**config.mk**
```make
export PLATFORM = sky130hd
export DESIGN_NAME = wcv_queue
export DESIGN_NICKNAME = d
export VERILOG_FILES = /design/src/rtl/wcv_pkg.sv /design/src/rtl/wcv_queue.sv
export SDC_FILE = /design/constraint.sdc
export NUM_CORES = 1
export LEC_CHECK = 0
export BUFFER_PORTS_ARGS = -buffer_cell sky130_fd_sc_hd__clkbuf_2
export CORE_ASPECT_RATIO = 0.9
export CORE_MARGIN = 2
export CORE_UTILIZATION = 30
export DETAILED_ROUTE_END_ITERATION = 6
export SLEW_MARGIN = 20
export SYNTH_ARGS = -nofsm -noshare
export SYNTH_HDL_FRONTEND = slang
export SYNTH_SLANG_ARGS = --single-unit
```
**constraint.sdc**
```tcl
create_clock -name clk -period 13.85 [get_ports clk]
set_clock_uncertainty 0.05 [all_clocks]
set_input_delay 2.77 -clock clk [delete_from_list [all_inputs] [get_ports clk]]
set_output_delay 2.77 -clock clk [all_outputs]
set_load 0.02 [all_outputs]
```
**src/rtl/wcv_pkg.sv**
```systemverilog
package wcv_pkg;

    localparam int MAX_WINDOW_DEF = 63;
    localparam int KW             = 6;
    localparam int ADDR_W         = 4;

    localparam logic       MODE_SLIDING = 1'b0;
    localparam logic       MODE_JUMP    = 1'b1;
    localparam logic [5:0] WINDOW_MIN   = 6'd2;
    localparam logic [5:0] WINDOW_RST   = 6'd10;
    localparam logic [23:0] INVALID_RST = 24'hFFFF00;
    localparam logic [19:0] US_PER_S    = 20'd1000000;

    typedef enum logic [1:0] {
        REG_MODE    = 2'd0,
        REG_WINDOW  = 2'd1,
        REG_INVALID = 2'd2
    } reg_idx_t;

    typedef struct packed {
        logic        mode;
        logic [5:0]  size;
        logic [23:0] invalid;
    } cfg_t;

    typedef struct packed {
        logic [31:0] first_index;
        logic [KW-1:0] last_k;
        logic [31:0] total_base;
        logic [23:0] x_new;
        logic [23:0] y_new;
        logic [47:0] t_new;
        logic [23:0] x_old;
        logic [23:0] y_old;
        logic [47:0] t_old;
    } job_t;

    typedef struct packed {
        logic full;
        logic empty;
    } q_stat_t;

endpackage

```
**src/rtl/wcv_queue.sv**
```systemverilog
module wcv_queue (
    input  logic             clk,
    input  logic             rst_n,
    input  logic             push,
    input  wcv_pkg::job_t    din,
    input  logic             pop,
    output wcv_pkg::job_t    dout,
    output wcv_pkg::q_stat_t stat
);
    import wcv_pkg::*;

    job_t       entry_reg [2];
    logic       wr_ptr_reg, rd_ptr_reg;
    logic [1:0] count_reg;

    assign dout       = entry_reg[rd_ptr_reg];
    assign stat.full  = (count_reg == 2'd2);
    assign stat.empty = (count_reg == 2'd0);

    always_ff @(posedge clk)
    begin
        if (push)
        begin
            entry_reg[wr_ptr_reg] <= din;
        end
    end

    always_ff @(posedge clk or negedge rst_n)
    begin
        if (!rst_n)
        begin
            wr_ptr_reg <= 1'b0;
            rd_ptr_reg <= 1'b0;
            count_reg  <= '0;
        end
        else
        begin
            if (push)
            begin
                wr_ptr_reg <= !wr_ptr_reg;
            end
            if (pop)
            begin
                rd_ptr_reg <= !rd_ptr_reg;
            end
            count_reg <= count_reg + 2'(push) - 2'(pop);
        end
    end
endmodule

```
# After elaboration in Yosys (flattened, before gate mapping)
# Memories as Yosys holds them, arrays and structs flattened.
# Cells that the tools add are included.
# totals
ff_bits	4
ram_bits	524
input_bits	266
elab_cells	12
n_memories	1
# classes
add_sub_neg	2
eq_ne	1
mux	2
reduce_logical	3
# memory_table
name	depth	word_bits	read_ports	rd_ports_with_merged_regs	write_ports	line	source
entry_reg	2	262	1	0	1	wcv_queue.sv:12	job_t entry_reg [2];
# ops
cell	count
adder 2 x 1 -> 2 bit	1
equality test 2 bit, second input constant	1
logical NOT 1 bit	2
logical NOT 2 bit	1
2-to-1 mux 1 bit	2
subtractor 2 x 1 -> 2 bit	1

# Logic depth before layout (Yosys ltp)
# logic_depth
ltp_word	2
ltp_mapped	5

# Least setup slack after synthesis
# OpenSTA, ideal clock, no wires.
# synth_path
path_type	input to register
startpoint	input push
endpoint	memory entry_reg[0][0] (netlist bit) (enable)
setup_time_ps	921
t_arrival_ps	14042
slack_ps	-1163
stages	1
n_path_buf	0
cell_sequence	nor2b_1
# synth_via
elab_chain_len	2
# synth_lines
element	line	source
from (decl)	wcv_queue.sv:4	input logic push,
2-to-1 mux 1 bit	wcv_queue.sv:22	if (push)
2-to-1 mux 1 bit (implied by the code)	wcv_queue.sv:24	entry_reg[wr_ptr_reg] <= din;
to (decl)	wcv_queue.sv:12	
# No other way between the ends.

==> impl_results.md <==
- Status: completed
- Crit path depth: 3
- Core area: between 60,000 and 70,000 sq um
- Setup_tns: 0 ns
- R2R depth: 3
- Cells after Synth: 830
- WL final: roughly 42,000 microns
- Net Count, Synth: roughly 1.1k
- GR met1 Demand/Resource: 13.74%
- Input/output buffers: 529
- Final setup violation count: 0
- P_int: 3638 uW
- Root Buffer: clkbuf_16
- Die area: ~67,000 sq um
- Hold buffers post-CTS: 0
- CTS H-tree depth: 2
- Crit. Startpoint: rd_ptr_reg$_DFFE_PN0P_
- Clk sinks: 528
- Number of global-route vias before repair: 10.12k
- Slew HR: 32.44%
- Pwr dens: 215.6 nW/um^2
- Total power: 5340 uW
- Layout Nets: 1,664
- Placer's final routability congestion estimate: 0.8217
- Clk network pwr share: 26.7%
- Combinational Power Share: between 30% and 40%
- Synthesized area per cell: about 23 sq um
- Grt ovf: 0
- I/O Pins: 530
- Worst-Margin Slew: 1.013 ns
- Row Count: between 80 and 90
- CTS tree: done
- Register area share after synthesis: 81.76%
- Max_cap viols: 0
- Switching share of power: 31.87%
- HPWL Detailed: 28,100 microns
- Initial DRT Pass Iterations: 4
- Vias post-DR: 9,669
- Post-CTS Resized: 0
- R2r startpoint: wr_ptr_reg$_DFFE_PN0P_
- Crit-path cells: buf_4 > mux2_2 > clkbuf_2
- Arrival time at the worst endpoint: around 2.7 ns
- Met3 Usage GRT: 3.933%
- Largest net degree at the start of global routing: 122
- CP endpoint kind: output pin
- Netlist cell types: 14
- Max IR drop VDD: 0.1326 mV
- Initial antenna violation count: 2
- Period utilization: 40.15%
- Sequential power share: 41.4%
- Post-CTS setup repair buffer count: 0
- Setup WS post-layout: 8.289 ns
- Gr busiest metal: met2
- Reg2Reg Capture Point: entry_reg[0][16]$_DFFE_PP_
- CP delay by family, top: buffers and inverters
- Chip width: approximately 270 microns
- Largest register FFs: 524
- Final Critical Period: 5.561 ns
- Unrepaired setup endpoints after global routing: false
- GR Layer Usage met2: 20.66%
- First-pass GRT wire length: roughly 60,000 microns
- Initial core utilization: 30.27%
- CTS Buf Count: 54
- Die Ht: 245.0 microns
- Hold Path Class: reg2reg
- # DRC: 0
- Pre-CTS WS: 8.320 ns
- WS Path Type: reg2out
- Hold_ws: ~0.50 ns
- Sw Pwr: 1702 uW
- Static Leak: 0.009485 uW
- CP Buf/Inv Count: 2
- Total track usage: a little under an eighth
- Mapped Area: 19,370 sq um
- WL/cell: 18.19 microns
- FF-to-FF setup slack: around 11 ns
- Register bit total from synthesis: 528
- Worst-skew pair later-pin latency: 0.58 ns
- Clock-pin slew on the worst setup and hold paths: 0.06 ns
- Most frequent cells in the layout: clkbuf_2, edfxtp_1, mux2_2, mux2_4, clkbuf_16
- Antenna Cells: 0
- Max Slew Vio Count: 0
- Crit start category: flop
- CP Data Required Time: 11.03 ns
- First DRT Iteration DRCs: 550
- Antenna viol nets, final: 0
- Vias/cell: between 4 and 5
- Hold Fails Final Rpt: 0
- Synth-to-Final Area Change: 27.86%
- Fmax: between 150 and 200 MHz
- CTS Buffer Depth: 3
- Slowest CP cell: buf_4
- Most common cell after layout, fill and taps aside: clkbuf_2
- CP Capture Point: dout[81]
- Crit path largest cell delay: 0.75 ns
- Worst Path Max Fanout: 78
- Share of layout cells above drive strength 1: 61.46%
- Synth warn: 0
==> per-layer routing <==
layer,wire length (microns),vias to the layer above
li1,-,4471
met1,15840,4763
met2,21230,355
met3,3471,76
met4,1163,4
met5,29,-
==> cell usage after synthesis <==
library cell,instances,area [sq um]
xor3_1,1,23.77
inv_1,2,7.510
ha_1,2,25.02
mux2_4,70,1051
mux2_2,192,2162
dfrtp_1,4,100.1
buf_4,11,82.58
nor2b_1,2,12.51
and2_1,1,6.260
buf_2,10,50.05
edfxtp_1,524,15740
xor2_1,2,17.52
buf_6,8,90.09
nor2_1,1,3.750
==> layout make-up <==
class | count | area [sq um]
clock inverters | 35 | 332.8
repair buffers | 539 | 2788
fillers | 5854 | 39210
multi-input cells | 271 | 3312
flip-flops and latches | 528 | 15840
clock buffers | 65 | 1414
well taps | 855 | 1070
inverters | 2 | 7.507
==> logic make-up after synthesis <==
family,synth area share (%)
xor+xnor,0.2132
fa+ha+maj,0.1292
buf+inv,1.189
flops,81.76
mux,16.59
simple gates,0.1163
==> how the worst min path moves through the flow <==
stage	from	endpoint	slack (ns)	cells past startpoint
global route	wr_ptr_reg$_DFFE_PN0P_	wr_ptr_reg$_DFFE_PN0P_	0.53	1
finish	wr_ptr_reg$_DFFE_PN0P_	wr_ptr_reg$_DFFE_PN0P_	0.50	1
CTS	wr_ptr_reg$_DFFE_PN0P_	wr_ptr_reg$_DFFE_PN0P_	0.50	1
detailed placement	wr_ptr_reg$_DFFE_PN0P_	wr_ptr_reg$_DFFE_PN0P_	0.48	1
floorplan	wr_ptr_reg$_DFFE_PN0P_	wr_ptr_reg$_DFFE_PN0P_	0.42	1
global placement	wr_ptr_reg$_DFFE_PN0P_	wr_ptr_reg$_DFFE_PN0P_	0.48	1
==> worst reg2reg max path, delay by kind of cell, from the launching register on <==
family | cells | cell delay, ns
DFF | 1 | 0.43
buffers and inverters | 2 | 1.61
and+or+nand+nor | 1 | 0.14
==> metrics by stage <==
step | util, % | instances | area, sq um
global placement | 35.89 | 2193 | 22960
CTS | 38.62 | 2293 | 24710
global route | 38.71 | 2295 | 24760
floorplan | - | 830 | 19370
finish | 38.71 | 2295 | 24760
detailed placement | 35.89 | 2193 | 22960
==> power by group through the flow <==
stage	combinational, uW	sequential, uW	clock, uW
after floorplan	1220	2280	0
after detailed placement	1690	2280	0
after global routing	1800	2240	1540
after global placement	1670	2280	0
after CTS	1690	2250	1480
final	1700	2210	1430
Note: power is estimated with default switching activity, not from simulation.
